`config.mk`:
```
export PLATFORM = sky130hd
export DESIGN_NAME = lz_pair_decompressor_unit_flat
export DESIGN_NICKNAME = d
export VERILOG_FILES = /design/src/rtl/core/lzpd_pkg.sv /design/src/rtl/core/lzpd_ifs.sv /design/src/rtl/core/lzpd_hist_mem.sv /design/src/rtl/core/lzpd_copy_seq.sv /design/src/rtl/core/lzpd_beat_pack.sv /design/src/rtl/core/lz_pair_decompressor_unit.sv /design/src/flat_wrapper.sv
export SDC_FILE = /design/constraint.sdc
export NUM_CORES = 2
export LEC_CHECK = 0
export ABC_AREA = 0
export BUFFER_PORTS_ARGS = -buffer_cell sky130_fd_sc_hd__buf_2
export CORE_ASPECT_RATIO = 1.5
export CORE_MARGIN = 1.5
export CORE_UTILIZATION = 50
export CTS_BUF_LIST = sky130_fd_sc_hd__clkbuf_8
export DETAILED_ROUTE_END_ITERATION = 10
export GPL_ROUTABILITY_DRIVEN = 1
export PLACE_DENSITY = 0.65
export SETUP_SLACK_MARGIN = 0.1
export SKIP_LAST_GASP = 1
export SYNTH_ARGS = -nofsm -noshare
export SYNTH_HDL_FRONTEND = slang
export SYNTH_SLANG_ARGS = --single-unit
```
`constraint.sdc`:
```
create_clock -name clk -period 16.15 [get_ports clk]
set_clock_uncertainty 0.2 [all_clocks]
set_input_delay 3.23 -clock clk [delete_from_list [all_inputs] [get_ports clk]]
set_output_delay 3.23 -clock clk [all_outputs]
set_load 0.005 [all_outputs]
```
`src/rtl/core/lzpd_pkg.sv`:
```
`timescale 1ns / 1ps

package lzpd_pkg;

  // bytes packed into one result item
  localparam int BEAT_BYTES = 4;
  localparam int BEAT_IDX_W = 2;
  localparam int BYTE_CNT_W = 3;

  // saturating count of produced bytes
  localparam int PROD_CNT_W = 9;
  localparam logic [PROD_CNT_W-1:0] PROD_CNT_LIMIT = 9'd256;

  // one byte or terminator handed from the copy sequencer to the beat packer
  typedef struct packed {
    logic       valid;
    logic       has_byte;
    logic [7:0] data;
    logic       last;
    logic       bad;
  } lzpd_evt_t;

endpackage

```
`src/rtl/core/lzpd_ifs.sv`:
```
`timescale 1ns / 1ps

interface lzpd_in_if;
  logic       valid;
  logic       ready;
  logic [7:0] token_offset;
  logic [7:0] token_byte;

  modport source (output valid, output token_offset, output token_byte, input ready);
  modport sink   (input valid, input token_offset, input token_byte, output ready);
endinterface

interface lzpd_out_if;
  logic       valid;
  logic       ready;
  logic [7:0] out_byte0;
  logic [7:0] out_byte1;
  logic [7:0] out_byte2;
  logic [7:0] out_byte3;
  logic [2:0] byte_count;
  logic       last_beat;
  logic       bad_offset;

  modport source (output valid, output out_byte0, output out_byte1, output out_byte2,
                  output out_byte3, output byte_count, output last_beat,
                  output bad_offset, input ready);
  modport sink   (input valid, input out_byte0, input out_byte1, input out_byte2,
                  input out_byte3, input byte_count, input last_beat,
                  input bad_offset, output ready);
endinterface

```
`src/rtl/core/lzpd_hist_mem.sv`:
```
`timescale 1ns / 1ps

module lzpd_hist_mem #(
  parameter int HISTORY_DEPTH = 256,
  localparam int AW = $clog2(HISTORY_DEPTH)
) (
  input  logic          clk,
  input  logic          we,
  input  logic [AW-1:0] waddr,
  input  logic [7:0]    wdata,
  input  logic          re,
  input  logic [AW-1:0] raddr,
  output logic [7:0]    rdata
);

  logic [7:0] mem [HISTORY_DEPTH];
  logic [7:0] rdata_r;

  // read-before-write on a same-address collision; sequencer forwards
  always_ff @(posedge clk) begin
    if (we) begin
      mem[waddr] <= wdata;
    end
    if (re) begin
      rdata_r <= mem[raddr];
    end
  end

  assign rdata = rdata_r;

endmodule

```
`src/rtl/core/lzpd_copy_seq.sv`:
```
`timescale 1ns / 1ps

module lzpd_copy_seq #(
  parameter int HISTORY_DEPTH = 256,
  localparam int AW = $clog2(HISTORY_DEPTH)
) (
  input  logic                clk,
  input  logic                rst_n,
  input  logic                tok_valid,
  input  logic [7:0]          tok_offset,
  input  logic [7:0]          tok_byte,
  output logic                tok_ready,
  output logic                mem_we,
  output logic [AW-1:0]       mem_waddr,
  output logic [7:0]          mem_wdata,
  output logic                mem_re,
  output logic [AW-1:0]       mem_raddr,
  input  logic [7:0]          mem_rdata,
  input  logic                pk_ready,
  output lzpd_pkg::lzpd_evt_t evt
);

  localparam logic [1:0] ST_IDLE = 2'd0;
  localparam logic [1:0] ST_DISP = 2'd1;
  localparam logic [1:0] ST_COPY = 2'd2;

  localparam logic [AW:0] DEPTH_W = (AW+1)'(HISTORY_DEPTH);
  localparam logic [AW-1:0] PTR_TOP = AW'(HISTORY_DEPTH - 1);

  function automatic logic [AW-1:0] ptr_inc(input logic [AW-1:0] p);
    ptr_inc = (p == PTR_TOP) ? '0 : p + 1'b1;
  endfunction

  logic [1:0]                       state_r, state_nxt;
  logic [AW-1:0]                    wp_r, wp_nxt;
  logic [lzpd_pkg::PROD_CNT_W-1:0]  cnt_r, cnt_nxt;
  logic [7:0]                       remain_r, remain_nxt;
  logic                             arr_v_r, arr_v_nxt;
  logic                             skid_v_r, skid_v_nxt;

  logic [7:0]    off_r, off_nxt;
  logic [7:0]    len_r, len_nxt;
  logic [AW-1:0] src_r, src_nxt;
  logic          arr_last_r, arr_last_nxt;
  logic          fwd_r, fwd_nxt;
  logic [7:0]    fwd_data_r, fwd_data_nxt;
  logic [7:0]    skid_b_r, skid_b_nxt;
  logic          skid_last_r, skid_last_nxt;

  logic [7:0]    arr_byte;
  logic [AW-1:0] src_start;
  logic          issue;
  logic          wr_bump;

  always_comb begin
    arr_byte = fwd_r ? fwd_data_r : mem_rdata;
    if (wp_r >= AW'(off_r)) begin
      src_start = wp_r - AW'(off_r);
    end else begin
      src_start = AW'({1'b0, wp_r} + DEPTH_W - (AW+1)'(off_r));
    end

    state_nxt     = state_r;
    wp_nxt        = wp_r;
    cnt_nxt       = cnt_r;
    remain_nxt    = remain_r;
    skid_v_nxt    = skid_v_r;
    off_nxt       = off_r;
    len_nxt       = len_r;
    src_nxt       = src_r;
    skid_b_nxt    = skid_b_r;
    skid_last_nxt = skid_last_r;

    tok_ready = (state_r == ST_IDLE);
    evt       = '0;
    mem_we    = 1'b0;
    mem_waddr = wp_r;
    mem_wdata = arr_byte;
    mem_re    = 1'b0;
    mem_raddr = src_r;
    wr_bump   = 1'b0;
    issue     = 1'b0;

    case (state_r)
      ST_IDLE: begin
        if (tok_valid) begin
          off_nxt   = tok_offset;
          len_nxt   = tok_byte;
          state_nxt = ST_DISP;
        end
      end
      ST_DISP: begin
        if (off_r == 8'd0) begin
          // literal
          evt = '{valid: 1'b1, has_byte: 1'b1, data: len_r, last: 1'b1, bad: 1'b0};
          if (pk_ready) begin
            mem_we    = 1'b1;
            mem_wdata = len_r;
            wr_bump   = 1'b1;
            state_nxt = ST_IDLE;
          end
        end else if ({1'b0, off_r} > cnt_r) begin
          // reaches behind the produced history
          evt = '{valid: 1'b1, has_byte: 1'b0, data: 8'd0, last: 1'b1, bad: 1'b1};
          if (pk_ready) begin
            state_nxt = ST_IDLE;
          end
        end else if (len_r == 8'd0) begin
          evt = '{valid: 1'b1, has_byte: 1'b0, data: 8'd0, last: 1'b1, bad: 1'b0};
          if (pk_ready) begin
            state_nxt = ST_IDLE;
          end
        end else begin
          src_nxt    = src_start;
          remain_nxt = len_r;
          state_nxt  = ST_COPY;
        end
      end
      ST_COPY: begin
        issue = (remain_r != 8'd0) && pk_ready && !skid_v_r;
        if ((remain_r == 8'd0) && !arr_v_r && !skid_v_r) begin
          state_nxt = ST_IDLE;
        end
      end
      default: begin
        state_nxt = ST_IDLE;
      end
    endcase

    // returning copy byte: always written back, held in the skid if the packer stalls
    if (arr_v_r) begin
      mem_we  = 1'b1;
      wr_bump = 1'b1;
    end
    if (skid_v_r) begin
      evt = '{valid: 1'b1, has_byte: 1'b1, data: skid_b_r, last: skid_last_r, bad: 1'b0};
      if (pk_ready) begin
        skid_v_nxt = 1'b0;
      end
    end else if (arr_v_r) begin
      evt = '{valid: 1'b1, has_byte: 1'b1, data: arr_byte, last: arr_last_r, bad: 1'b0};
      if (!pk_ready) begin
        skid_v_nxt    = 1'b1;
        skid_b_nxt    = arr_byte;
        skid_last_nxt = arr_last_r;
      end
    end

    if (issue) begin
      mem_re     = 1'b1;
      src_nxt    = ptr_inc(src_r);
      remain_nxt = remain_r - 8'd1;
    end
    arr_v_nxt    = issue;
    arr_last_nxt = (remain_r == 8'd1);
    // read of the slot being written this cycle sees old data: forward instead
    fwd_nxt      = issue && arr_v_r && (src_r == wp_r);
    fwd_data_nxt = arr_byte;

    if (wr_bump) begin
      wp_nxt = ptr_inc(wp_r);
      if (cnt_r != lzpd_pkg::PROD_CNT_LIMIT) begin
        cnt_nxt = cnt_r + 1'b1;
      end
    end
  end

  always_ff @(posedge clk) begin
    if (!rst_n) begin
      state_r  <= ST_IDLE;
      wp_r     <= '0;
      cnt_r    <= '0;
      remain_r <= '0;
      arr_v_r  <= 1'b0;
      skid_v_r <= 1'b0;
      fwd_r    <= 1'b0;
    end else begin
      state_r  <= state_nxt;
      wp_r     <= wp_nxt;
      cnt_r    <= cnt_nxt;
      remain_r <= remain_nxt;
      arr_v_r  <= arr_v_nxt;
      skid_v_r <= skid_v_nxt;
      fwd_r    <= fwd_nxt;
    end
  end

  always_ff @(posedge clk) begin
    off_r       <= off_nxt;
    len_r       <= len_nxt;
    src_r       <= src_nxt;
    arr_last_r  <= arr_last_nxt;
    fwd_data_r  <= fwd_data_nxt;
    skid_b_r    <= skid_b_nxt;
    skid_last_r <= skid_last_nxt;
  end

endmodule

```
`src/rtl/core/lzpd_beat_pack.sv`:
```
`timescale 1ns / 1ps

module lzpd_beat_pack (
  input  logic                clk,
  input  logic                rst_n,
  input  lzpd_pkg::lzpd_evt_t evt,
  output logic                pk_ready,
  lzpd_out_if.source          out_beat
);

  localparam int NB = lzpd_pkg::BEAT_BYTES;
  localparam int IW = lzpd_pkg::BEAT_IDX_W;
  localparam int CW = lzpd_pkg::BYTE_CNT_W;

  logic [IW-1:0]         fill_r, fill_nxt;
  logic                  out_v_r, out_v_nxt;
  logic [NB-1:0][7:0]    asm_r, asm_nxt;
  logic [NB-1:0][7:0]    ob_r, ob_nxt;
  logic [CW-1:0]         cnt_r, cnt_nxt;
  logic                  last_r, last_nxt;
  logic                  bad_r, bad_nxt;
  logic [NB-1:0][7:0]    merged;
  logic                  take;

  always_comb begin
    pk_ready = !out_v_r || out_beat.ready;
    take     = evt.valid && pk_ready;

    merged         = asm_r;
    merged[fill_r] = evt.data;

    fill_nxt  = fill_r;
    asm_nxt   = asm_r;
    ob_nxt    = ob_r;
    cnt_nxt   = cnt_r;
    last_nxt  = last_r;
    bad_nxt   = bad_r;
    out_v_nxt = out_v_r && !out_beat.ready;

    if (take) begin
      if (evt.has_byte) begin
        if ((fill_r == IW'(NB - 1)) || evt.last) begin
          ob_nxt    = merged;
          cnt_nxt   = CW'(fill_r) + 1'b1;
          last_nxt  = evt.last;
          bad_nxt   = 1'b0;
          out_v_nxt = 1'b1;
          asm_nxt   = '0;
          fill_nxt  = '0;
        end else begin
          asm_nxt  = merged;
          fill_nxt = fill_r + 1'b1;
        end
      end else begin
        // empty terminator: error or zero-length copy
        ob_nxt    = '0;
        cnt_nxt   = '0;
        last_nxt  = 1'b1;
        bad_nxt   = evt.bad;
        out_v_nxt = 1'b1;
      end
    end
  end

  always_ff @(posedge clk) begin
    if (!rst_n) begin
      fill_r  <= '0;
      asm_r   <= '0;
      out_v_r <= 1'b0;
    end else begin
      fill_r  <= fill_nxt;
      asm_r   <= asm_nxt;
      out_v_r <= out_v_nxt;
    end
  end

  always_ff @(posedge clk) begin
    ob_r   <= ob_nxt;
    cnt_r  <= cnt_nxt;
    last_r <= last_nxt;
    bad_r  <= bad_nxt;
  end

  assign out_beat.valid      = out_v_r;
  assign out_beat.out_byte0  = ob_r[0];
  assign out_beat.out_byte1  = ob_r[1];
  assign out_beat.out_byte2  = ob_r[2];
  assign out_beat.out_byte3  = ob_r[3];
  assign out_beat.byte_count = cnt_r;
  assign out_beat.last_beat  = last_r;
  assign out_beat.bad_offset = bad_r;

endmodule

```
`src/rtl/core/lz_pair_decompressor_unit.sv`:
```
`timescale 1ns / 1ps

// byte-oriented lz77 decompressor. each input item is a token of two bytes: an offset of
// zero makes the second byte a literal, which is emitted and appended to history; a
// nonzero offset copies token_byte bytes from that distance back, overlap allowed. output
// items carry up to four bytes, and the final item of a token has last_beat set. an offset
// larger than the bytes produced so far (count saturates at 256) gives one item with
// bad_offset set and no bytes; a zero-length copy gives one empty last item. the history
// lives in a single-port-read ring memory with a registered read, so copies run one byte
// per clock while the output is not stalled; the input is held until the whole token
// has been handed to the packer. a finished item waiting in the output register stalls the
// byte work until it is taken. history needs no clearing after reset since reads never
// reach unwritten slots.
module lz_pair_decompressor_unit #(
  parameter int HISTORY_DEPTH = 256
) (
  input  logic       clk,
  input  logic       rst_n,
  lzpd_in_if.sink    in_tok,
  lzpd_out_if.source out_beat
);

  localparam int AW = $clog2(HISTORY_DEPTH);

  // history ring port
  logic          mem_we;
  logic [AW-1:0] mem_waddr;
  logic [7:0]    mem_wdata;
  logic          mem_re;
  logic [AW-1:0] mem_raddr;
  logic [7:0]    mem_rdata;

  // sequencer to packer
  lzpd_pkg::lzpd_evt_t evt;
  logic                pk_ready;

  lzpd_hist_mem #(
    .HISTORY_DEPTH(HISTORY_DEPTH)
  ) u_hist (
    .clk   (clk),
    .we    (mem_we),
    .waddr (mem_waddr),
    .wdata (mem_wdata),
    .re    (mem_re),
    .raddr (mem_raddr),
    .rdata (mem_rdata)
  );

  // token decode, history pointers and the copy read/write-back loop
  lzpd_copy_seq #(
    .HISTORY_DEPTH(HISTORY_DEPTH)
  ) u_seq (
    .clk        (clk),
    .rst_n      (rst_n),
    .tok_valid  (in_tok.valid),
    .tok_offset (in_tok.token_offset),
    .tok_byte   (in_tok.token_byte),
    .tok_ready  (in_tok.ready),
    .mem_we     (mem_we),
    .mem_waddr  (mem_waddr),
    .mem_wdata  (mem_wdata),
    .mem_re     (mem_re),
    .mem_raddr  (mem_raddr),
    .mem_rdata  (mem_rdata),
    .pk_ready   (pk_ready),
    .evt        (evt)
  );

  // packs bytes into result items, holds the output register
  lzpd_beat_pack u_pack (
    .clk      (clk),
    .rst_n    (rst_n),
    .evt      (evt),
    .pk_ready (pk_ready),
    .out_beat (out_beat)
  );

endmodule

```
`src/flat_wrapper.sv`:
```
// flat-port wrapper written by rule: the top's interface ports become plain ports
module lz_pair_decompressor_unit_flat 
#(
  parameter int HISTORY_DEPTH = 256
)
  (clk, rst_n, in_tok_valid, in_tok_token_offset, in_tok_token_byte, in_tok_ready, out_beat_valid, out_beat_out_byte0, out_beat_out_byte1, out_beat_out_byte2, out_beat_out_byte3, out_beat_byte_count, out_beat_last_beat, out_beat_bad_offset, out_beat_ready);
  lzpd_in_if in_tok_i ();
  lzpd_out_if out_beat_i ();
  input  logic clk;
  input  logic rst_n;
  input wire logic [$bits(in_tok_i.valid)-1:0] in_tok_valid;
  input wire logic [$bits(in_tok_i.token_offset)-1:0] in_tok_token_offset;
  input wire logic [$bits(in_tok_i.token_byte)-1:0] in_tok_token_byte;
  output wire logic [$bits(in_tok_i.ready)-1:0] in_tok_ready;
  output wire logic [$bits(out_beat_i.valid)-1:0] out_beat_valid;
  output wire logic [$bits(out_beat_i.out_byte0)-1:0] out_beat_out_byte0;
  output wire logic [$bits(out_beat_i.out_byte1)-1:0] out_beat_out_byte1;
  output wire logic [$bits(out_beat_i.out_byte2)-1:0] out_beat_out_byte2;
  output wire logic [$bits(out_beat_i.out_byte3)-1:0] out_beat_out_byte3;
  output wire logic [$bits(out_beat_i.byte_count)-1:0] out_beat_byte_count;
  output wire logic [$bits(out_beat_i.last_beat)-1:0] out_beat_last_beat;
  output wire logic [$bits(out_beat_i.bad_offset)-1:0] out_beat_bad_offset;
  input wire logic [$bits(out_beat_i.ready)-1:0] out_beat_ready;
  assign in_tok_i.valid = in_tok_valid;
  assign in_tok_i.token_offset = in_tok_token_offset;
  assign in_tok_i.token_byte = in_tok_token_byte;
  assign in_tok_ready = in_tok_i.ready;
  assign out_beat_valid = out_beat_i.valid;
  assign out_beat_out_byte0 = out_beat_i.out_byte0;
  assign out_beat_out_byte1 = out_beat_i.out_byte1;
  assign out_beat_out_byte2 = out_beat_i.out_byte2;
  assign out_beat_out_byte3 = out_beat_i.out_byte3;
  assign out_beat_byte_count = out_beat_i.byte_count;
  assign out_beat_last_beat = out_beat_i.last_beat;
  assign out_beat_bad_offset = out_beat_i.bad_offset;
  assign out_beat_i.ready = out_beat_ready;
  lz_pair_decompressor_unit #(.HISTORY_DEPTH(HISTORY_DEPTH)) u_core (.clk(clk), .rst_n(rst_n), .in_tok(in_tok_i), .out_beat(out_beat_i));
endmodule
```
Yosys cells after proc, flatten, opt, wreduce, memory -nomap -nowiden

Memories as Yosys holds them, arrays and structs flattened. A register that Yosys moved wholly into a read port is not among the register bits.
Index checks and enable logic that the tools add are counted.

Flip-flop bits (word level): 144
Latch bits: 0
Bits in writable memories: 2048
ROM bits: 0
Input bits: 20
Output and inout port bits: 39
Logic and storage cells: 139
Memories: 1

Memory list:

| name              | words | width | read ports | clocked after Yosys merged registers in | write ports | line                | source |
|---|---|---|---|---|---|---|---|
| u_core.u_hist.mem | 256   | 8     | 1          | 1                                       | 1           | lzpd_hist_mem.sv:16 | `logic [7:0] mem [HISTORY_DEPTH];` |

$add $sub $neg: 9
Multipliers: 0
Div/mod/pow operators: 0
Order comparisons: 4
Equality and inequality tests: 14
Shifts and indexed selects: 0
Multiplexer cells: 54
Bitwise gates (word level): 2
Reductions and logical operators: 28

Operator list:

| operator                                                               | number |
|---|---|
| 8-bit 2-to-1 mux                                                       | 18 |
| 12-bit 2-to-1 mux                                                      | 6 |
| 32-bit 2-to-1 mux                                                      | 2 |
| 32-bit bitwise mux                                                     | 1 |
| 8-bit by 1-bit adder with 8-bit output (second input constant)         | 3 |
| 8-bit zero test                                                        | 3 |
| 1-bit 2-to-1 mux                                                       | 17 |
| 8-bit demux with 2-bit select                                          | 1 |
| 8-bit equality test (second input constant)                            | 2 |
| 8-bit subtractor                                                       | 2 |
| 2-bit 2-to-1 mux                                                       | 7 |
| 2-bit inequality test (second input constant)                          | 6 |
| 2-bit AND reduction                                                    | 5 |
| 9-bit by 1-bit adder with 9-bit output (second input constant)         | 1 |
| 8-bit by 9-bit greater-than comparator with 1-bit output               | 1 |
| 1-bit logical AND                                                      | 9 |
| 9-bit inequality test (second input constant)                          | 1 |
| 8-bit by 1-bit equality test with 1-bit output (second input constant) | 1 |
| 8-bit equality test                                                    | 1 |
| 8-bit >= comparator                                                    | 1 |
| 8-bit nonzero test                                                     | 1 |
| 8-bit by 1-bit subtractor with 8-bit output (second input constant)    | 1 |
| 2-bit case mux with 3 select lines                                     | 1 |
| 2-bit equality test (second input constant)                            | 2 |
| other kinds (13)                                                       | 18 |

Longest topological paths before layout

Word-level depth: 11
Depth in mapped cells: 14
Depth with buffers taken out: 10

Cells and area by module

Synthesis repeated with hierarchy kept, for this count alone.

Cell total of the unflattened synthesis: 4397
Area total of the unflattened synthesis: 86666.9 µm²

Modules (own cells, without submodules):

| module         | instances | cells each | area each (µm²) | sequential area each (µm²) |
|---|---|---|---|---|
| lzpd_hist_mem  | 1         | 3733       | 79636.4         | 61739.2 |
| lzpd_copy_seq  | 1         | 416        | 3971.3          | 1771.7 |
| lzpd_beat_pack | 1         | 248        | 3059.2          | 1811.7 |

Worst setup path after synthesis

Ideal clock, no wire load.

Path type: input -> register
Start: in out_beat_ready
End: mem u_core.u_hist.mem[0][4], data pin
Library setup time: 1579 ps
Arrival time: 10562 ps
Data required time: 14371 ps
Path slack: 3809 ps
Stages on the path: 4
Buffers on the path: 0
Cells stage by stage: nand2b_1 -> nand2_1 -> nor2_1 -> a21oi_1

Cells in the longest elaborated chain, start to end: 4

Ends and longest elaborated chain:

| what                          | line                            | source |
|---|---|---|
| from (decl)                   | flat_wrapper.sv:23              | `input wire logic [$bits(out_beat_i.ready)-1:0] out_beat_ready;` |
| 1-bit logical OR              | lzpd_beat_pack.sv:26            | `pk_ready = !out_v_r \|\| out_beat.ready;` |
| 8-bit 2-to-1 mux              | lzpd_copy_seq.sv:96             | `if (pk_ready) begin` |
| 8-bit 2-to-1 mux              | lzpd_copy_seq.sv:93             | `if (off_r == 8'd0) begin` |
| 8-bit 2-to-1 mux              | lzpd_copy_seq.sv:84             | `case (state_r)` |
| named net u_core.mem_wdata[4] | lz_pair_decompressor_unit.sv:28 | `logic [7:0] mem_wdata;` |
| to (decl)                     | lzpd_hist_mem.sv:16             |  |

The timed path passes the listed nets, and every way through them passes these cells.

Worst setup path in the final report

Start: in out_beat_ready
End: mem u_core.u_hist.mem[139][0], data pin

Same word-level chain as after synthesis.

==> impl_metrics.env <==
export IMPL_status="finished, final reports clean"
export IMPL_wl_per_cell_um=31.4
export IMPL_synth_seq_area_share_pct=74.6
export IMPL_period_needed_ns=6.44
export IMPL_syn_num_nets=4730
export IMPL_detail_route_antenna_nets=0
export IMPL_synth_flop_cell="edfxtp_1"
export IMPL_numCtsBuffers=322
export IMPL_setup_violations=0
export IMPL_p_clk_share_pct=40.0
export IMPL_synth_top_family_by_area="multiplexers"
export IMPL_setup_slack_ns=9.71
export IMPL_cp_max_fo=101
export IMPL_holdPathEnd="u_core.u_pack.asm_r[27]$_SDFFE_PN0P_"
export IMPL_grt_max_degree=190
export IMPL_core_rowCount=187
export IMPL_routabilityCongestion=0.931
export IMPL_port_buffers=58
export IMPL_pwr_share_comb_pct=2.8
export IMPL_grt_pass1_vias=47000
export IMPL_nFillCells=13429
export IMPL_async_reset_ff_share_pct=0
export IMPL_required_ns=16.51
export IMPL_seq_area_um2=65300
export IMPL_peakVddDrop_mv=0.0694
export IMPL_internal_power_uw=8500
export IMPL_place_ws_ns=8.85
export IMPL_seqPwrFrac_pct=57.2
export IMPL_netlist_area_um2=87600
export IMPL_hp_start="u_core.u_pack.asm_r[27]$_SDFFE_PN0P_"
export IMPL_met3_length_um=15200
export IMPL_track_usage_pct=26.3
export IMPL_synth_compound_area_share_pct=4.34
export IMPL_switchingPower_uw=2310
export IMPL_drv_cap=0
export IMPL_relSlewSlack_pct=1.82
export IMPL_finalCritPeriodShare_pct=39.9
export IMPL_ys_types=75
export IMPL_io_pins=59
export IMPL_clock_sinks=2200
export IMPL_maxSlewViolCount=0
export IMPL_viasPerCell=6.24
export IMPL_synth_edff_count=2126
export IMPL_worstSetupPathType="input pin to register"
export IMPL_wl_met2_um=120000
export IMPL_r2r_end="u_core.u_hist.rdata[6]$_DFFE_PP_"
export IMPL_maxClockFrequency_mhz=155
export IMPL_antenna_found_initial=5
export IMPL_htree_levels=5
export IMPL_clockBufferDepth=4
export IMPL_leakagePower_uw=0.0308
export IMPL_clock_latency_ns=0.95
export IMPL_multi_input_area_um2=20500
export IMPL_tns_ns=0
export IMPL_core_area_um2=174000
export IMPL_synth_top_area_share_pct=72.9
export IMPL_drt_initial_drc_count=4783
export IMPL_num_vias=46069
export IMPL_yosys_area_top_type="edfxtp_1"
export IMPL_die_w_um=345
export IMPL_cts_hold_buffers=0
export IMPL_fin_nets=4913
export IMPL_ff2ff_path_depth=11
export IMPL_wl_um=232000
export IMPL_cts_resized=0
export IMPL_end_kind="register"
export IMPL_crit_reg2reg_launch="u_core.u_seq.mem_raddr[0]$_DFFE_PP_"
export IMPL_start_util_pct=50.4
export IMPL_drc_errors=0
export IMPL_postCtsSetupBuffers=0
export IMPL_avgSynthCellArea_um2=18.7
export IMPL_die_y_um=516
export IMPL_max_slew_worst_pin_slew_ns=1.46
export IMPL_wl_met1_um=82800
export IMPL_ys_top_cells_by_area="edfxtp_1, mux4_2, mux2i_1"
export IMPL_synth_fa_ha_area_share_pct=0.423
export IMPL_final_cell_mix="edfxtp_1, mux2i_1, nor2_1"
export IMPL_dp_hpwl_um=144000
export IMPL_yosys_warnings=0
export IMPL_synth_xor_area_share_pct=0.280
export IMPL_synth_seq_cells=2200
export IMPL_clockRootBuffer="clkbuf_8"
export IMPL_cellPowerDensity_nw_per_um2=113
export IMPL_whs_path_depth=1
export IMPL_swShare_pct=21.4
export IMPL_synthMuxAreaShare_pct=13.9
export IMPL_critPathLaunchType="input pin"
export IMPL_finalHoldViolations=0
export IMPL_critical_path_arrival_ns=6.80
export IMPL_path_clk_slew_ns=0.06
export IMPL_syn_inst=4681
export IMPL_routed_top_layer="met5"
export IMPL_min_path_type="register to register"
export IMPL_final_common_cell="edfxtp_1"
export IMPL_cts_tree="done"
export IMPL_r2r_slack_ns=10.09
export IMPL_gr_total_overflow=0
export IMPL_synthSimpleGateAreaFrac_pct=4.19
export IMPL_drive_gt1_share_pct=18.7
export IMPL_area_growth_pct=9.58
export IMPL_drt_pass1_iter_count=6
export IMPL_grt_pass1_wl_um=332000
export IMPL_rsz0062_at_grt="false"
export IMPL_dieArea_um2=178000
## area by class of cell
| type | count | area share, % |
|---|---|---|
| inverters | 33 | 0.134 |
| clock buffers | 329 | 4.72 |
| flip-flops and latches | 2200 | 68.1 |
| multi-input cells | 2154 | 21.3 |
| repair buffers | 153 | 1.14 |
| diodes | 7 | 0.0183 |
| clock inverters | 244 | 1.64 |
| well taps | 2268 | 2.96 |
## flip-flops by register name (all words and copies together), names as in the netlist, 3 cells and up
signal / count
u_core.u_seq.fwd_data_r: 8
u_core.u_pack.out_beat.out_byte3: 8
u_core.u_seq.cnt_r: 9
u_core.u_seq.len_r: 8
u_core.u_pack.out_beat.out_byte2: 8
u_core.u_seq.remain_r: 8
u_core.u_seq.mem_raddr: 8
u_core.u_pack.out_beat.out_byte1: 8
u_core.u_pack.out_beat.out_byte0: 8
u_core.u_seq.skid_b_r: 8
u_core.u_hist.rdata: 8
u_core.u_seq.mem_waddr: 8
u_core.u_hist.mem: 2048
u_core.u_pack.asm_r: 32
u_core.u_seq.off_r: 8
u_core.u_pack.out_beat.byte_count: 3
## power by group through the flow
stage          logic, uW  clock network, uW  registers, uW
2_1_floorplan        201                  0           6310
3_3_place_gp         298                  0           6310
3_5_place_dp         300                  0           6310
4_1_cts              301               4380           6190
5_1_grt              315               4610           6190
6_report             301               4320           6190
## critical path: stages
cell	delay [ns]
buf_2	0.10
nand2b_1	0.20
nand2_1	0.57
mux2_8	0.77
buf_4	0.84
buf_4	0.86
## worst max path at each step
stage / from / end / slack [ns] / depth (start not counted)
6_report: out_beat_ready / u_core.u_hist.mem[139][0]$_DFFE_PP_ / 9.71 / 6
5_1_grt: out_beat_ready / u_core.u_hist.mem[139][0]$_DFFE_PP_ / 9.51 / 6
4_1_cts: out_beat_ready / u_core.u_hist.mem[183][0]$_DFFE_PP_ / 9.80 / 6
3_5_place_dp: out_beat_ready / u_core.u_hist.mem[138][0]$_DFFE_PP_ / 8.85 / 6
3_3_place_gp: out_beat_ready / u_core.u_hist.mem[138][0]$_DFFE_PP_ / 8.90 / 6
2_1_floorplan: out_beat_ready / u_core.u_hist.mem[0][4]$_DFFE_PP_ / 3.81 / 4
## Yosys cell counts (7+ instances only)
cell,instances
nor3b_1,14
buf_12,12
a31oi_1,30
nor3_1,90
buf_6,33
a22oi_1,7
o31ai_1,13
edfxtp_1,2126
mux4_2,339
a21boi_0,8
xor2_1,11
a22o_1,38
mux2i_1,404
buf_4,23
a21oi_1,87
buf_2,48
mux2_2,15
inv_1,32
ha_1,28
o22ai_1,88
o221ai_1,125
nor2b_1,18
and2_1,22
mux4_1,13
clkbuf_1,143
a211oi_1,21
o21ai_0,62
nand2_1,114
nor4_1,38
buf_8,14
xnor2_1,17
nand4_1,20
nand2b_1,11
dfxtp_1,74
nor3_2,10
buf_1,18
nand3_1,49
nor2_1,375
## cells by family after synthesis
kind of cell,after synthesis
AND/OR/NAND/NOR,792
XOR/XNOR,28
buffers and inverters,327
AO/OA/AOI/OAI,534
adder cells (fa/ha/maj),29
flip-flops,2200
multiplexers,771
## through the flow
| step | area, um^2 | utilization (%) | cells | hold WS, ns | total power [uW] |
|---|---|---|---|---|---|
| 3_3_place_gp | 89800 | 51.7 | 6808 | 0.228 | 6610 |
| 5_1_grt | 96000 | 55.3 | 7383 | 0.260 | 11100 |
| 4_1_cts | 95900 | 55.3 | 7381 | 0.246 | 10900 |
| 2_1_floorplan | 87600 | - | 4681 | 0.224 | 6510 |
| 6_report | 96000 | 55.3 | 7388 | 0.243 | 10800 |
| 3_5_place_dp | 89800 | 51.7 | 6808 | 0.237 | 6610 |
## routing by layer
layer,GRT usage [%],up-vias
met2,45.2,2137
met3,4.28,516
li1,-,19486
met4,14.6,2
met5,0,-
met1,31.3,23928
No activity file was read; power rests on OpenSTA's default activity.
